$ cat src/rtl/tsc_pkg.sv
// Shared types, character codes and byte classifiers for the token scanner.
package tsc_pkg;

  localparam int OFFSET_BITS_DEF = 16;
  localparam int MAX_LEXEME_DEF  = 64;
  localparam int QUEUE_DEPTH     = 4;
  localparam int QUEUE_PTR_BITS  = $clog2(QUEUE_DEPTH);
  localparam int QUEUE_CNT_BITS  = $clog2(QUEUE_DEPTH + 1);

  localparam logic [7:0] CH_SPACE      = 8'h20;
  localparam logic [7:0] CH_NEWLINE    = 8'h0a;
  localparam logic [7:0] CH_TAB        = 8'h09;
  localparam logic [7:0] CH_RETURN     = 8'h0d;
  localparam logic [7:0] CH_UNDERSCORE = 8'h5f;
  localparam logic [7:0] CH_PLUS       = 8'h2b;
  localparam logic [7:0] CH_MINUS      = 8'h2d;
  localparam logic [7:0] CH_SLASH      = 8'h2f;
  localparam logic [7:0] CH_STAR       = 8'h2a;
  localparam logic [7:0] CH_SEMI       = 8'h3b;
  localparam logic [7:0] CH_EQUAL      = 8'h3d;
  localparam logic [7:0] CH_COMMA      = 8'h2c;
  localparam logic [7:0] CH_L          = 8'h6c;
  localparam logic [7:0] CH_E          = 8'h65;
  localparam logic [7:0] CH_T          = 8'h74;
  localparam logic [7:0] CH_P          = 8'h70;
  localparam logic [7:0] CH_U          = 8'h75;
  localparam logic [7:0] CH_S          = 8'h73;

  typedef enum logic [1:0] {
    MODE_IDLE   = 2'd0,
    MODE_IDENT  = 2'd1,
    MODE_NUMBER = 2'd2,
    MODE_HALT   = 2'd3
  } mode_t;

  typedef enum logic [2:0] {
    KW_NONE = 3'd0,
    KW_L    = 3'd1,
    KW_LE   = 3'd2,
    KW_LET  = 3'd3,
    KW_P    = 3'd4,
    KW_PU   = 3'd5,
    KW_PUT  = 3'd6,
    KW_PUTS = 3'd7
  } kw_t;

  typedef enum logic [3:0] {
    KIND_INT   = 4'd0,
    KIND_IDENT = 4'd1,
    KIND_LET   = 4'd2,
    KIND_PUTS  = 4'd3,
    KIND_PLUS  = 4'd4,
    KIND_MINUS = 4'd5,
    KIND_SLASH = 4'd6,
    KIND_STAR  = 4'd7,
    KIND_SEMI  = 4'd8,
    KIND_EQUAL = 4'd9,
    KIND_COMMA = 4'd10,
    KIND_ERROR = 4'd11
  } kind_t;

  typedef struct packed {
    logic [7:0] text_byte;
    logic       end_of_text;
  } in_item_t;

  typedef struct packed {
    logic [3:0]  token_kind;
    logic [15:0] token_start;
    logic [6:0]  token_length;
    logic [7:0]  bad_byte;
    logic        last_of_run;
  } out_item_t;

  // Up to two results pushed into the output queue per request.
  typedef struct packed {
    logic [1:0] count;
    out_item_t  first;
    out_item_t  second;
  } push_t;

  function automatic logic is_letter(logic [7:0] b);
    return (b inside {[8'h61:8'h7a], [8'h41:8'h5a]}) || (b == CH_UNDERSCORE);
  endfunction

  function automatic logic is_numeral(logic [7:0] b);
    return b inside {[8'h30:8'h39]};
  endfunction

  function automatic logic is_space(logic [7:0] b);
    return b inside {CH_SPACE, CH_NEWLINE, CH_TAB, CH_RETURN};
  endfunction

  function automatic logic is_punct(logic [7:0] b);
    return b inside {CH_PLUS, CH_MINUS, CH_SLASH, CH_STAR, CH_SEMI, CH_EQUAL, CH_COMMA};
  endfunction

  function automatic kind_t punct_kind(logic [7:0] b);
    kind_t k;
    case (b)
      CH_PLUS:  k = KIND_PLUS;
      CH_MINUS: k = KIND_MINUS;
      CH_SLASH: k = KIND_SLASH;
      CH_STAR:  k = KIND_STAR;
      CH_SEMI:  k = KIND_SEMI;
      CH_EQUAL: k = KIND_EQUAL;
      default:  k = KIND_COMMA;
    endcase
    return k;
  endfunction

  function automatic kw_t kw_first(logic [7:0] b);
    kw_t k;
    case (b)
      CH_L:    k = KW_L;
      CH_P:    k = KW_P;
      default: k = KW_NONE;
    endcase
    return k;
  endfunction

  function automatic kw_t kw_next(kw_t p, logic [7:0] b);
    kw_t k;
    k = KW_NONE;
    case (p)
      KW_L:    if (b == CH_E) k = KW_LE;
      KW_LE:   if (b == CH_T) k = KW_LET;
      KW_P:    if (b == CH_U) k = KW_PU;
      KW_PU:   if (b == CH_T) k = KW_PUT;
      KW_PUT:  if (b == CH_S) k = KW_PUTS;
      default: k = KW_NONE;
    endcase
    return k;
  endfunction

  function automatic kind_t pending_kind(mode_t m, kw_t kw);
    kind_t k;
    if (m == MODE_NUMBER) begin
      k = KIND_INT;
    end else if (kw == KW_LET) begin
      k = KIND_LET;
    end else if (kw == KW_PUTS) begin
      k = KIND_PUTS;
    end else begin
      k = KIND_IDENT;
    end
    return k;
  endfunction

endpackage

$ cat src/rtl/token_scanner.sv
// Token scanner top level: byte classing, token state and result queue.
// Results: a result is written into the result queue when its byte's request is accepted
// and is on out_data once the results ahead of it have gone; a second one from the same byte follows the first.
// Throughput: one byte per cycle; in_ready drops only while fewer than two of the
// four result queue slots are free, i.e. when the consumer stalls.
// Reset (synchronous): scanner idle, offsets and counts zero, result queue empty.
module token_scanner
  import tsc_pkg::*;
#(
  parameter int OFFSET_BITS = OFFSET_BITS_DEF,
  parameter int MAX_LEXEME  = MAX_LEXEME_DEF
) (
  input  logic      clk,
  input  logic      rst,
  input  logic      in_valid,
  output logic      in_ready,
  input  in_item_t  in_data,
  output logic      out_valid,
  input  logic      out_ready,
  output out_item_t out_data
);

  localparam int CW = $clog2(MAX_LEXEME + 1);

  mode_t                  mode, mode_next;
  kw_t                    kw, kw_next_q;
  logic [OFFSET_BITS-1:0] start, start_next;
  logic [OFFSET_BITS-1:0] offset, offset_next;
  logic [CW-1:0]          cnt, cnt_next;

  logic      accept;
  logic      space;
  logic      taken;
  logic      a_valid, x_valid;
  out_item_t a_item, x_item;
  push_t     push;
  mode_t     mode1;
  kw_t       kw1;
  logic [OFFSET_BITS-1:0] start1;
  logic [CW-1:0]          cnt1;
  logic [7:0]             b;

  assign in_ready = space;
  assign accept   = in_valid && in_ready;
  assign b        = in_data.text_byte;
  assign taken    = ((mode == MODE_IDENT) && (is_letter(b) || is_numeral(b))) ||
                    ((mode == MODE_NUMBER) && is_numeral(b));

  always_comb begin
    a_valid = 1'b0;
    a_item  = '0;
    x_valid = 1'b0;
    x_item  = '0;
    mode1   = mode;
    kw1     = kw;
    start1  = start;
    cnt1    = cnt;

    if (mode != MODE_HALT) begin
      if (taken) begin
        if (mode == MODE_IDENT) begin
          kw1 = kw_next(kw, b);
        end
        if (cnt < CW'(MAX_LEXEME)) begin
          cnt1 = cnt + 1'b1;
        end
      end else begin
        // Flush the token this byte ends, then treat the byte as if idle.
        if (mode == MODE_IDENT || mode == MODE_NUMBER) begin
          a_valid             = 1'b1;
          a_item.token_kind   = pending_kind(mode, kw);
          a_item.token_start  = 16'(start);
          a_item.token_length = 7'(cnt);
        end
        mode1 = MODE_IDLE;
        kw1   = KW_NONE;
        cnt1  = '0;
        if (is_space(b)) begin
          mode1 = MODE_IDLE;
        end else if (is_punct(b)) begin
          x_valid             = 1'b1;
          x_item.token_kind   = punct_kind(b);
          x_item.token_start  = 16'(offset);
          x_item.token_length = 7'd1;
        end else if (is_letter(b)) begin
          mode1  = MODE_IDENT;
          start1 = offset;
          cnt1   = CW'(1);
          kw1    = kw_first(b);
        end else if (is_numeral(b)) begin
          mode1  = MODE_NUMBER;
          start1 = offset;
          cnt1   = CW'(1);
        end else begin
          x_valid             = 1'b1;
          x_item.token_kind   = KIND_ERROR;
          x_item.token_start  = 16'(offset);
          x_item.token_length = 7'd1;
          x_item.bad_byte     = b;
          mode1               = MODE_HALT;
        end
      end
    end

    // Final byte: flush whatever token is still open. Cannot coincide with
    // a punctuation or error result, as those leave no open token.
    if (in_data.end_of_text && (mode1 == MODE_IDENT || mode1 == MODE_NUMBER)) begin
      x_valid             = 1'b1;
      x_item              = '0;
      x_item.token_kind   = pending_kind(mode1, kw1);
      x_item.token_start  = 16'(start1);
      x_item.token_length = 7'(cnt1);
    end

    push = '0;
    if (accept) begin
      push.count = 2'(a_valid) + 2'(x_valid);
      if (a_valid) begin
        push.first  = a_item;
        push.second = x_item;
      end else begin
        push.first = x_item;
      end
      if (push.count == 2'd2) begin
        push.second.last_of_run = 1'b1;
      end else begin
        push.first.last_of_run = 1'b1;
      end
    end

    mode_next   = mode;
    kw_next_q   = kw;
    start_next  = start;
    cnt_next    = cnt;
    offset_next = offset;
    if (accept) begin
      if (in_data.end_of_text) begin
        mode_next   = MODE_IDLE;
        kw_next_q   = KW_NONE;
        start_next  = '0;
        cnt_next    = '0;
        offset_next = '0;
      end else begin
        mode_next   = mode1;
        kw_next_q   = kw1;
        start_next  = start1;
        cnt_next    = cnt1;
        offset_next = offset + 1'b1;
      end
    end
  end

  always_ff @(posedge clk) begin
    if (rst) begin
      mode   <= MODE_IDLE;
      kw     <= KW_NONE;
      start  <= '0;
      cnt    <= '0;
      offset <= '0;
    end else begin
      mode   <= mode_next;
      kw     <= kw_next_q;
      start  <= start_next;
      cnt    <= cnt_next;
      offset <= offset_next;
    end
  end

  tsc_out_queue u_queue (
    .clk       (clk),
    .rst       (rst),
    .push      (push),
    .space     (space),
    .out_valid (out_valid),
    .out_ready (out_ready),
    .out_data  (out_data)
  );

  a_halt_silent: assert property (@(posedge clk) disable iff (rst)
    (accept && mode == MODE_HALT) |-> (push.count == 2'd0))
    else $error("result produced while halted");

  a_restart: assert property (@(posedge clk) disable iff (rst)
    (accept && in_data.end_of_text) |=> (mode == MODE_IDLE && offset == '0 && cnt == '0))
    else $error("final byte did not restart the scanner");

  a_kw_only_ident: assert property (@(posedge clk) disable iff (rst)
    (mode != MODE_IDENT) |-> (kw == KW_NONE && cnt == '0) || (mode == MODE_NUMBER))
    else $error("keyword progress outside an identifier");

  a_open_token_len: assert property (@(posedge clk) disable iff (rst)
    (mode == MODE_IDENT || mode == MODE_NUMBER) |->
      (cnt != '0 && cnt <= CW'(MAX_LEXEME)))
    else $error("open token with bad length");

endmodule

$ cat src/rtl/tsc_out_queue.sv
// Small result queue: takes up to two results a cycle, hands out one.
module tsc_out_queue
  import tsc_pkg::*;
(
  input  logic      clk,
  input  logic      rst,
  input  push_t     push,
  output logic      space,
  output logic      out_valid,
  input  logic      out_ready,
  output out_item_t out_data
);

  out_item_t                 mem [QUEUE_DEPTH];
  logic [QUEUE_PTR_BITS-1:0] wr_ptr;
  logic [QUEUE_PTR_BITS-1:0] rd_ptr;
  logic [QUEUE_CNT_BITS-1:0] count;
  logic                      pop;

  assign out_valid = (count != '0);
  assign out_data  = mem[rd_ptr];
  assign pop       = out_valid && out_ready;
  // Always leave room for the worst case of two results.
  assign space     = (count <= QUEUE_CNT_BITS'(QUEUE_DEPTH - 2));

  always_ff @(posedge clk) begin
    if (push.count != 2'd0) begin
      mem[wr_ptr] <= push.first;
    end
    if (push.count == 2'd2) begin
      mem[wr_ptr + 1'b1] <= push.second;
    end
  end

  always_ff @(posedge clk) begin
    if (rst) begin
      wr_ptr <= '0;
      rd_ptr <= '0;
      count  <= '0;
    end else begin
      wr_ptr <= wr_ptr + QUEUE_PTR_BITS'(push.count);
      if (pop) begin
        rd_ptr <= rd_ptr + 1'b1;
      end
      count <= count + QUEUE_CNT_BITS'(push.count) - QUEUE_CNT_BITS'(pop);
    end
  end

  a_no_overflow: assert property (@(posedge clk) disable iff (rst)
    count <= QUEUE_CNT_BITS'(QUEUE_DEPTH))
    else $error("result queue overflow");

  a_push_fits: assert property (@(posedge clk) disable iff (rst)
    (push.count != 2'd0) |-> (QUEUE_CNT_BITS'(QUEUE_DEPTH) - count >= QUEUE_CNT_BITS'(push.count)))
    else $error("push into a queue without room");

  a_ptr_gap: assert property (@(posedge clk) disable iff (rst)
    (count != QUEUE_CNT_BITS'(QUEUE_DEPTH)) |->
      (QUEUE_PTR_BITS'(wr_ptr - rd_ptr) == QUEUE_PTR_BITS'(count)))
    else $error("queue pointers disagree with fill count");

endmodule

$ cat config.mk
export PLATFORM = sky130hd
export DESIGN_NAME = token_scanner
export DESIGN_NICKNAME = d
export VERILOG_FILES = /design/src/rtl/tsc_pkg.sv /design/src/rtl/token_scanner.sv /design/src/rtl/tsc_out_queue.sv
export SDC_FILE = /design/constraint.sdc
export NUM_CORES = 1
export LEC_CHECK = 0
export ABC_AREA = 1
export BUFFER_PORTS_ARGS = -buffer_cell sky130_fd_sc_hd__buf_2
export CORE_ASPECT_RATIO = 0.9
export CORE_UTILIZATION = 35
export CTS_CLUSTER_DIAMETER = 150
export DETAILED_ROUTE_END_ITERATION = 10
export PLACE_DENSITY_LB_ADDON = 0.12
export SETUP_SLACK_MARGIN = 0.1
export SYNTH_ARGS = -nofsm -noshare
export SYNTH_HDL_FRONTEND = slang
export SYNTH_SLANG_ARGS = --single-unit
$ cat constraint.sdc
create_clock -name clk -period 10.6 [get_ports clk]
set_clock_uncertainty 0.15 [all_clocks]
set_input_delay 0 -clock clk [delete_from_list [all_inputs] [get_ports clk]]
set_output_delay 0 -clock clk [all_outputs]
set_load 0.1 [all_outputs]
### Word level (Yosys, flattened, before mapping)

Memory sizes are Yosys's and may differ from the RTL's. A register that Yosys moved wholly into a read port is not among the register bits.
Cells that the tools add are included.

| operators by class | value |
|---|---|
| shift operators | 0 |
| multiplexer cells | 76 |
| equality and inequality tests | 34 |
| magnitude comparators | 8 |
| bitwise operators | 0 |
| reduce and logical (&&, ||, !) cells | 18 |
| divide/modulo/power cells | 0 |
| multipliers | 0 |
| add/sub/neg operators | 8 |

Operators with widths:

| cell | count |
|---|---|
| 2-to-1 mux 35 bit | 5 |
| 2-to-1 mux 16 bit | 8 |
| 2-to-1 mux 36 bit | 3 |
| 2-to-1 mux 25 bit | 3 |
| 2-to-1 mux 74 bit | 1 |
| == test 8 x 6 -> 1 bit, second input constant | 8 |
| == test 8 x 7 -> 1 bit, second input constant | 7 |
| 2-to-1 mux 2 bit | 16 |
| 2-to-1 mux 3 bit | 10 |
| 2-to-1 mux 7 bit | 4 |
| 2-to-1 mux 27 bit | 1 |
| == test 8 x 4 -> 1 bit, second input constant | 3 |
| one-hot mux 4 bit (6 select lines) | 1 |
| 2-to-1 mux 1 bit | 21 |
| adder 16 x 1 -> 16 bit, second input constant | 1 |
| greater-or-equal comparator 8 x 7 -> 1 bit, second input constant | 2 |
| <= comparator 8 x 7 -> 1 bit, second input constant | 2 |
| == test 3 bit, second input constant | 5 |
| one-hot mux 3 bit (5 select lines) | 1 |
| == test 3 x 2 -> 1 bit, second input constant | 3 |
| == test 2 bit, second input constant | 4 |
| greater-or-equal comparator 8 x 6 -> 1 bit, second input constant | 1 |
| <= comparator 8 x 6 -> 1 bit, second input constant | 1 |
| logical AND 1 bit | 8 |
| 18 further kinds | 25 |

| storage, ports and cells | value |
|---|---|
| bits in latches | 0 |
| memory bits (writable) | 144 |
| memories | 1 |
| word-level logic and storage cells | 153 |
| input port bits | 13 |
| flip-flop bits (word level) | 51 |
| ROM bits | 0 |

Memories:

| memory | words | width | rd ports | clocked after memory_dff | wr ports | RTL line | RTL |
|---|---|---|---|---|---|---|---|
| u_queue.mem | 4 | 36 | 1 | 1 | 2 | tsc_out_queue.sv:14 | `out_item_t mem [QUEUE_DEPTH];` |

### Depth between registers and ports, before layout

Gate-level depths: netlist of the first run.

| depth | value |
|---|---|
| word-level depth | 20 |
| depth in mapped cells | 31 |
| gate-level depth less buffers | 27 |

### Hierarchy

From an unflattened synthesis of the first run, not the netlist that was laid out.

| unflattened totals | value |
|---|---|
| cells, all modules | 1421 |
| area total of the unflattened synthesis | 11861.4 sq um |

Modules (own cells, without submodules):

| module | times used | area each (sq um) | sequential area each (sq um) | cells each |
|---|---|---|---|---|
| tsc_out_queue | 1 | 8086.5 | 4504.3 | 768 |
| token_scanner | 1 | 3774.9 | 880.8 | 653 |

### Worst setup path after synthesis of the first run

Ideal clock, no wire load.

| timing | value |
|---|---|
| kind | reg2reg |
| start | reg mode[1] |
| end | mem u_queue.mem[0][0] (netlist name), enable pin |
| slack | 4.388 ns |
| library setup time | 0.479 ns |
| stages on the path, launching flop included | 21 |
| arrival | 5.582 ns |
| required time | 9.971 ns |
| buffers on the path | 1 |
| path through | dfxtp_1 > inv_1 > ha_1 > inv_1 > nand2_1 > nand2_8 > nand2_8 > inv_6 > nand2_1 > o22ai_1 > inv_1 > ha_1 > nor2_1 > inv_1 > buf_1 > nand2_1 > ha_1 > inv_1 > nor2_2 > nor2_1 > o21ai_0 |

RTL lines:

| element | RTL line | RTL |
|---|---|---|
| start: declaration | token_scanner.sv:25 | `mode_t mode, mode_next;` |
| start signal: assignment | token_scanner.sv:161 | `mode <= mode_next;` |
| end: declaration | tsc_out_queue.sv:14 |  |

==> results of run 1 <==
-- cells in the final DEF, fill, tap and decap left out, types with 7 or more instances in the layout --
master                            n
sky130_fd_sc_hd__nor4_4           7
sky130_fd_sc_hd__o22ai_1         38
sky130_fd_sc_hd__nand2_1        370
sky130_fd_sc_hd__ha_1            11
sky130_fd_sc_hd__inv_1           72
sky130_fd_sc_hd__inv_2            8
sky130_fd_sc_hd__o21ai_1         57
sky130_fd_sc_hd__a21oi_1         50
sky130_fd_sc_hd__o21ai_0        152
sky130_fd_sc_hd__buf_2           50
sky130_fd_sc_hd__nand4_1         14
sky130_fd_sc_hd__nor2_1         149
sky130_fd_sc_hd__buf_4           13
sky130_fd_sc_hd__nor2_2           7
sky130_fd_sc_hd__dfxtp_1         52
sky130_fd_sc_hd__nor3_1          11
sky130_fd_sc_hd__nand3_1         79
sky130_fd_sc_hd__dlygate4sd3_1    7
sky130_fd_sc_hd__edfxtp_1       144
sky130_fd_sc_hd__clkbuf_16       17
-- metal layers --
layer	vias up	part of all wire [%]	routed length, um
met4	0	1.1	345
li1	4613	-	-
met2	258	43	13590
met5	-	0	0
met3	22	5.8	1825
met1	4326	50	15890
-- power breakdown --
part / switching (uW) / leakage, uW / internal [uW]
clock network: 341 / 0.000291 / 322
registers: 26.2 / 0.00179 / 945
logic: 995 / 0.00230 / 192
-- kinds of logic after synthesis --
family          share of synthesized area (%)
flops                                   49.91
compound gates                          15.26
xor+xnor                               0.7305
simple gates                            26.30
fa+ha+maj                               1.461
buf+inv                                 6.343
-- worst max path at each step --
stage / start / endpoint / slack, ps / cells past startpoint
2_1_floorplan: mode[1] / u_queue.mem[0][0] / 4390 / 20
3_3_place_gp: in_data[2] / u_queue.mem[0][1] / 4990 / 26
3_5_place_dp: in_data[2] / u_queue.mem[0][29] / 4830 / 28
4_1_cts: in_data[8] / u_queue.mem[0][19] / 4800 / 27
5_1_grt: in_data[8] / u_queue.mem[1][19] / 4240 / 30
6_report: in_data[8] / u_queue.mem[0][9] / 4820 / 30
-- state kept, by name, summed over array words and instances, names as in the netlist, named ones only --
| name | count |
|---|---|
| cnt | 7 |
| u_queue.wr_ptr | 2 |
| u_queue.rd_ptr | 2 |
| start | 16 |
| u_queue.count | 3 |
| offset | 16 |
| mode | 2 |
| u_queue.mem | 144 |
| kw | 3 |
-- area by class of cell --
type	instances	area [sq um]	area share, %
inverter	88	345.3	2.873
tap	403	504.2	4.194
clock buffer	18	429.2	3.570
timing repair buffer	70	417.9	3.476
multi-input combinational	986	4771	39.69
sequential	197	5386	44.81
clock inverter	14	167.7	1.395
-- stage by stage --
step | util [%] | worst slack (ps) | total power, uW | instances | hold WS (ps)
CTS | 39.93 | 4796 | 2846 | 1776 | 16.93
floorplan | - | 4388 | 1945 | 1345 | 15.66
detailed placement | 37.72 | 4829 | 2182 | 1737 | 179.7
global placement | 37.72 | 4986 | 2180 | 1737 | 171.4
finish | 39.93 | 4818 | 2822 | 1776 | 32.05
global route | 39.93 | 4244 | 2950 | 1776 | 45.80
-- worst min-delay path, stage by stage --
cell and delay [ps]:
sky130_fd_sc_hd__buf_2 130, sky130_fd_sc_hd__nand4_1 250, sky130_fd_sc_hd__o21ai_1 90
==> results.sh, run 1 <==
export IMPL_outcome="complete, no violations"
export IMPL_clock_latency_ps=440
export IMPL_grt_pass1_vias=8366
export IMPL_yosys_warnings=0
export IMPL_max_cap_violations=0
export IMPL_critical_path_arrival_ps=5700
export IMPL_number_of_antenna_violations_at_the_first_check_in_global_routing=0
export IMPL_post_route_min_period_ps=5782
export IMPL_final_min_period_over_clock_period_pct=54.55
export IMPL_ctsHoldBuffers=7
export IMPL_post_synth_most_frequent_cells="sky130_fd_sc_hd__nand2_1 (370), sky130_fd_sc_hd__o21ai_0 (156), sky130_fd_sc_hd__nor2_1 (151), sky130_fd_sc_hd__edfxtp_1 (144), sky130_fd_sc_hd__nand3_1 (79)"
export IMPL_post_dp_cell_area_sq_mm=0.01135
export IMPL_grt_util_met2_pct=30.11
export IMPL_grt_use_total_pct=20.34
export IMPL_p_per_area_mw_per_mm2=234.7
export IMPL_fp_dieArea_sq_mm=0.03154
export IMPL_slowest_stage="sky130_fd_sc_hd__dlygate4sd3_1"
export IMPL_via_count=9219
export IMPL_drt_vias_per_instance=5.191
export IMPL_rsz0062_at_grt="false"
export IMPL_ioPinCount=51
export IMPL_hold_path_end="u_queue.mem[2][2]"
export IMPL_place_port_buffers=50
export IMPL_fp_row_count=60
export IMPL_min_path_type="input port to flip-flop"
export IMPL_route_detailed_drc=0
export IMPL_route_antenna_remaining_nets=0
export IMPL_clock_sinks=197
export IMPL_setup_viol_count_final=0
export IMPL_ys_flop_type="sky130_fd_sc_hd__edfxtp_1"
export IMPL_fp_coreArea_sq_mm=0.03010
export IMPL_globalplace_congestion=0.8846
export IMPL_die_height_um=168.6
export IMPL_wire_length_of_the_first_global_routing_pass_um=49490
export IMPL_most_area_consuming_cells_after_synthesis="sky130_fd_sc_hd__edfxtp_1 (40%), sky130_fd_sc_hd__nand2_1 (13%), sky130_fd_sc_hd__dfxtp_1 (9.8%)"
export IMPL_die_width_um=187.1
export IMPL_synth_enable_flop_cells=144
export IMPL_max_clock_path_buffers=2
export IMPL_timing_worst_slew_pin_value_ps=999.9
export IMPL_global_route_usage_met1_pct=31.21
export IMPL_synth_largest_area_cell="sky130_fd_sc_hd__edfxtp_1"
export IMPL_path_clk_slew_ps=90
export IMPL_flip_flop_and_latch_count_after_synthesis=197
export IMPL_drtPass1Iterations=6
export IMPL_final_layout_size_suffix_gt1_share_pct=9.905
export IMPL_yosys_cell_count_top_type="sky130_fd_sc_hd__nand2_1"
export IMPL_clk_root_buffer_cell="sky130_fd_sc_hd__clkbuf_16"
export IMPL_worstReg2RegEnd="u_queue.mem[0][9]"
export IMPL_yosys_area_top_type_share_pct=40.07
export IMPL_max_slew_margin_rel_pct=33.24
export IMPL_setup_tns_final_ps=0
export IMPL_highest_attainable_clock_frequency_mhz=172.9
export IMPL_post_synthesis_async_set_or_reset_flop_share_pct=0
export IMPL_tritoncts="done"
export IMPL_critPathMostFrequentCell="sky130_fd_sc_hd__inv_1"
export IMPL_finalWirelength_um=31650
export IMPL_path_class="input port to flip-flop"
export IMPL_top_usage_layer="met1"
export IMPL_mapped_cells=1345
export IMPL_ys_types=43
export IMPL_syn_area_sq_mm=0.01079
export IMPL_crit_fanout=57
export IMPL_post_route_cell_area_sq_mm=0.01202
export IMPL_peakVddDrop_mv=0.1794
export IMPL_starting_drc_count_in_detailed_routing=937
export IMPL_dp_final_hpwl_um=21190
export IMPL_grt_start_max_net_pins=74
export IMPL_htree_levels=4
export IMPL_hold_depth=3
export IMPL_critical_path_n_buffers_inverters=14
export IMPL_tritoncts_num_buffers=17
export IMPL_growth_of_design_area_from_synthesis_to_finish_pct=11.41
export IMPL_global_route_overflow_total=0
export IMPL_timing_critical_path_max_delay_family="buffers and inverters"
export IMPL_total_leakage_power_uw=0.004380
export IMPL_nNetsFinal=1385
export IMPL_rrSetupSlack_ps=5040
export IMPL_peak_per_stage_delay_on_the_critical_path_ps=530
export IMPL_insertedDiodeCount=0
export IMPL_r2r_start="mode[1]"
export IMPL_initial_standard_cell_utilization_of_the_core_pct=35.84
export IMPL_critPathLaunchType="input port"
export IMPL_timing_hold_violations_final=0
export IMPL_synth_sequential_area_ratio_pct=49.91
export IMPL_detail_route_wl_per_cell_um=17.82
export IMPL_drv_slew=0
export IMPL_global_route_usage_met3_pct=2.530
export IMPL_timing_reg2reg_worst_path_depth=25
export IMPL_fill_cells=3111
export IMPL_cts_repair_timing_setup_buffer_count=0
export IMPL_worstPathRequired_ps=10520
export IMPL_endpoint_kind="flip-flop"
export IMPL_synth_avg_cell_area_sq_um=8.023
export IMPL_worst_hold_startpoint="in_data[2]"
export IMPL_synth_net_count=1370
export IMPL_ctsResizeCount=0
Note: power is estimated with default switching activity, not from simulation.
==> run 2: changes to the inputs <==
ABC_AREA = 0   (was 1)
clock period = 5.4 ns   (was 10.6 ns; I/O delays follow)
==> results.sh, run 2 <==
export IMPL_clk_root_buffer_cell="sky130_fd_sc_hd__clkbuf_16"
export IMPL_final_cell_count_no_fill=1349
export IMPL_timing_worst_slew_pin_value_ps=1186
export IMPL_largest_register="u_queue.mem"
export IMPL_post_synthesis_async_set_or_reset_flop_share_pct=0
export IMPL_tritoncts_num_buffers=17
export IMPL_crit_fanout=19
export IMPL_most_area_consuming_cells_after_synthesis="sky130_fd_sc_hd__edfxtp_1 (42%), sky130_fd_sc_hd__dfxtp_1 (10%), sky130_fd_sc_hd__mux4_2 (7.9%)"
export IMPL_fp_coreArea_sq_mm=0.02894
export IMPL_fp_dieArea_sq_mm=0.03015
export IMPL_peakVddDrop_mv=0.3230
export IMPL_number_of_antenna_violations_at_the_first_check_in_global_routing=0
export IMPL_setup_viol_count_final=0
export IMPL_growth_of_design_area_from_synthesis_to_finish_pct=14.08
export IMPL_final_layout_size_suffix_gt1_share_pct=18.78
export IMPL_critical_path_arrival_ps=5000
export IMPL_insertedDiodeCount=0
export IMPL_fp_row_count=59
export IMPL_post_route_min_period_ps=4839
export IMPL_drv_slew=0
export IMPL_starting_drc_count_in_detailed_routing=1112
export IMPL_synth_net_count=934
export IMPL_yosys_area_top_type_share_pct=41.94
export IMPL_hold_worst_slack_ps=53.36
export IMPL_timing_critical_path_max_delay_family="compound AO/OA/AOI/OAI gates"
export IMPL_synth_enable_flop_cells=144
export IMPL_mostFrequentLayoutCells="sky130_fd_sc_hd__edfxtp_1 (144), sky130_fd_sc_hd__nor2_1 (93), sky130_fd_sc_hd__nand3_1 (64), sky130_fd_sc_hd__nand2_1 (58), sky130_fd_sc_hd__dfxtp_1 (51)"
export IMPL_route_antenna_remaining_nets=0
export IMPL_post_synth_most_frequent_cells="sky130_fd_sc_hd__edfxtp_1 (144), sky130_fd_sc_hd__nor2_1 (96), sky130_fd_sc_hd__nand3_1 (64), sky130_fd_sc_hd__nand2_1 (58), sky130_fd_sc_hd__dfxtp_1 (53)"
export IMPL_mapped_cells=909
export IMPL_detail_route_wl_per_cell_um=22.27
export IMPL_max_cap_violations=0
export IMPL_worstPathRequired_ps=5560
export IMPL_largest_register_ff_count=144
export IMPL_die_height_um=164.8
export IMPL_via_count=7853
export IMPL_fill_cells=2821
export IMPL_peak_per_stage_delay_on_the_critical_path_ps=830
export IMPL_yosys_warnings=0
export IMPL_tritoncts="done"
export IMPL_critical_path_n_buffers_inverters=2
export IMPL_layout_top_registers="u_queue.mem x144, offset x16, start x16"
export IMPL_globalplace_congestion=0.8194
export IMPL_place_port_buffers=50
export IMPL_ioPinCount=51
export IMPL_die_width_um=182.9
export IMPL_most_common_cell_after_layout_fill_and_taps_aside="sky130_fd_sc_hd__edfxtp_1"
export IMPL_ys_flop_type="sky130_fd_sc_hd__edfxtp_1"
export IMPL_endpoint_kind="flip-flop"
export IMPL_setup_tns_final_ps=0
export IMPL_postLayoutCoreUtil_pct=40.65
export IMPL_place_inst=1305
export IMPL_route_detailed_drc=0
export IMPL_total_leakage_power_uw=0.003969
export IMPL_htree_levels=4
export IMPL_yosys_cell_count_top_type="sky130_fd_sc_hd__edfxtp_1"
export IMPL_path_class="input port to flip-flop"
export IMPL_grt_use_total_pct=20.58
export IMPL_synth_sequential_area_ratio_pct=52.23
export IMPL_final_min_period_over_clock_period_pct=89.61
export IMPL_wire_length_of_the_first_global_routing_pass_um=46110
export IMPL_clock_sinks=197
export IMPL_timing_hold_violations_final=0
export IMPL_flip_flop_and_latch_count_after_synthesis=197
export IMPL_max_clock_path_buffers=2
export IMPL_grt_pass1_vias=7270
export IMPL_drtPass1Iterations=5
export IMPL_dp_final_hpwl_um=19220
export IMPL_ys_types=69
export IMPL_outcome="complete, no violations"
export IMPL_drt_vias_per_instance=5.821
export IMPL_ctsResizeCount=0
export IMPL_clock_latency_ps=440
export IMPL_finalWirelength_um=30040
export IMPL_grt_start_max_net_pins=65
export IMPL_highest_attainable_clock_frequency_mhz=206.6
export IMPL_global_route_overflow_total=0
export IMPL_synth_largest_area_cell="sky130_fd_sc_hd__edfxtp_1"
export IMPL_nNetsFinal=965
export IMPL_critPathLaunchType="input port"
export IMPL_synth_avg_cell_area_sq_um=11.34
export IMPL_path_cells="dlygate4sd3_1, buf_2, or4_4, o211a_1, a211oi_1, mux2_2, ha_1, nand2b_1, nand2_1, ha_1, nand2b_1, nor2_1, nand3_2, nand2_1, a2bb2oi_2, a22o_2"
export IMPL_max_slew_margin_rel_pct=20.64
export IMPL_path_clk_slew_ps=70
export IMPL_rsz0062_at_grt="false"
export IMPL_power_total_uw=5491
export IMPL_initial_standard_cell_utilization_of_the_core_pct=35.63
export IMPL_min_path_type="input port to flip-flop"
export IMPL_slowest_stage="sky130_fd_sc_hd__a2bb2oi_2"
export IMPL_syn_area_sq_mm=0.01031
export IMPL_p_per_area_mw_per_mm2=466.8
run 2: stage by stage:
stage | setup slack [ps] | cell area [sq um]
after global placement | 629.5 | 11000
final | 560.9 | 11760
after detailed placement | 569.7 | 11000
after floorplan | 113.1 | 10320
after CTS | 451.9 | 11740
after global routing | 165.8 | 11760
run 2: routing by layer:
layer	share of wire (%)	routed length (um)	up-vias	track usage, %
met5	0	0	-	0
met1	52	15640	3900	32.28
met4	1.1	322	0	5.417
met3	5.4	1636	24	3.219
met2	41	12440	311	28.95
li1	-	-	3618	-
run 2: cells by family (layout without fill, tap and decap cells):
family / count (synthesis) / in the layout / share of synthesized area [%]
mux: 37 / 37 / 7.972
compound gates: 204 / 204 / 14.83
flops: 197 / 197 / 52.23
fa+ha+maj: 12 / 12 / 1.529
xor+xnor: 28 / 28 / 2.560
simple gates: 345 / 345 / 17.02
buf+inv: 86 / 130 / 3.859
run 2: final cells by class:
class	instances	area [sq um]	share of cell area, %
flip-flops and latches	197	5388	45.80
multi-input cells	626	4573	38.88
repair buffers	87	618.1	5.255
well taps	396	495.5	4.212
clock buffers	18	429.2	3.649
clock inverters	14	205.2	1.745
inverters	11	53.80	0.4574
run 2: final timing paths:
kind                            startpoint                 end  slack, ps  cells past startpoint
worst max-delay path            in_data[1]  u_queue.mem[3][29]        560                     16
worst min-delay path              in_valid   u_queue.wr_ptr[0]         50                      4
worst max register to register     mode[0]  u_queue.mem[3][29]        710                     15
worst min register to register      cnt[5]              cnt[5]        370                      2
run 2: power breakdown:
group | internal [uW] | switching (uW) | leakage [uW] | total [uW]
sequential | 1800 | 85.4 | 0.00180 | 1890
combinational | 514 | 1710 | 0.00186 | 2230
clock | 754 | 625 | 0.000311 | 1380
run 2: worst reg2reg max path: stages (launching register included):
cell and delay, ps:
sky130_fd_sc_hd__dfxtp_1 390, sky130_fd_sc_hd__inv_1 80, sky130_fd_sc_hd__ha_1 270, sky130_fd_sc_hd__o211a_1 260, sky130_fd_sc_hd__a211oi_1 300, sky130_fd_sc_hd__mux2_2 380
sky130_fd_sc_hd__ha_1 290, sky130_fd_sc_hd__nand2b_1 120, sky130_fd_sc_hd__nand2_1 70, sky130_fd_sc_hd__ha_1 370, sky130_fd_sc_hd__nand2b_1 210, sky130_fd_sc_hd__nor2_1 90
sky130_fd_sc_hd__nand3_2 240, sky130_fd_sc_hd__nand2_1 210, sky130_fd_sc_hd__a2bb2oi_2 830, sky130_fd_sc_hd__a22o_2 290
run 2: repair_timing:
action	4_1_cts	5_1_grt
endpoints found under the hold margin	53	0
setup endpoints to repair	0	15
hold buffers	11	0
buffers inserted	0	1
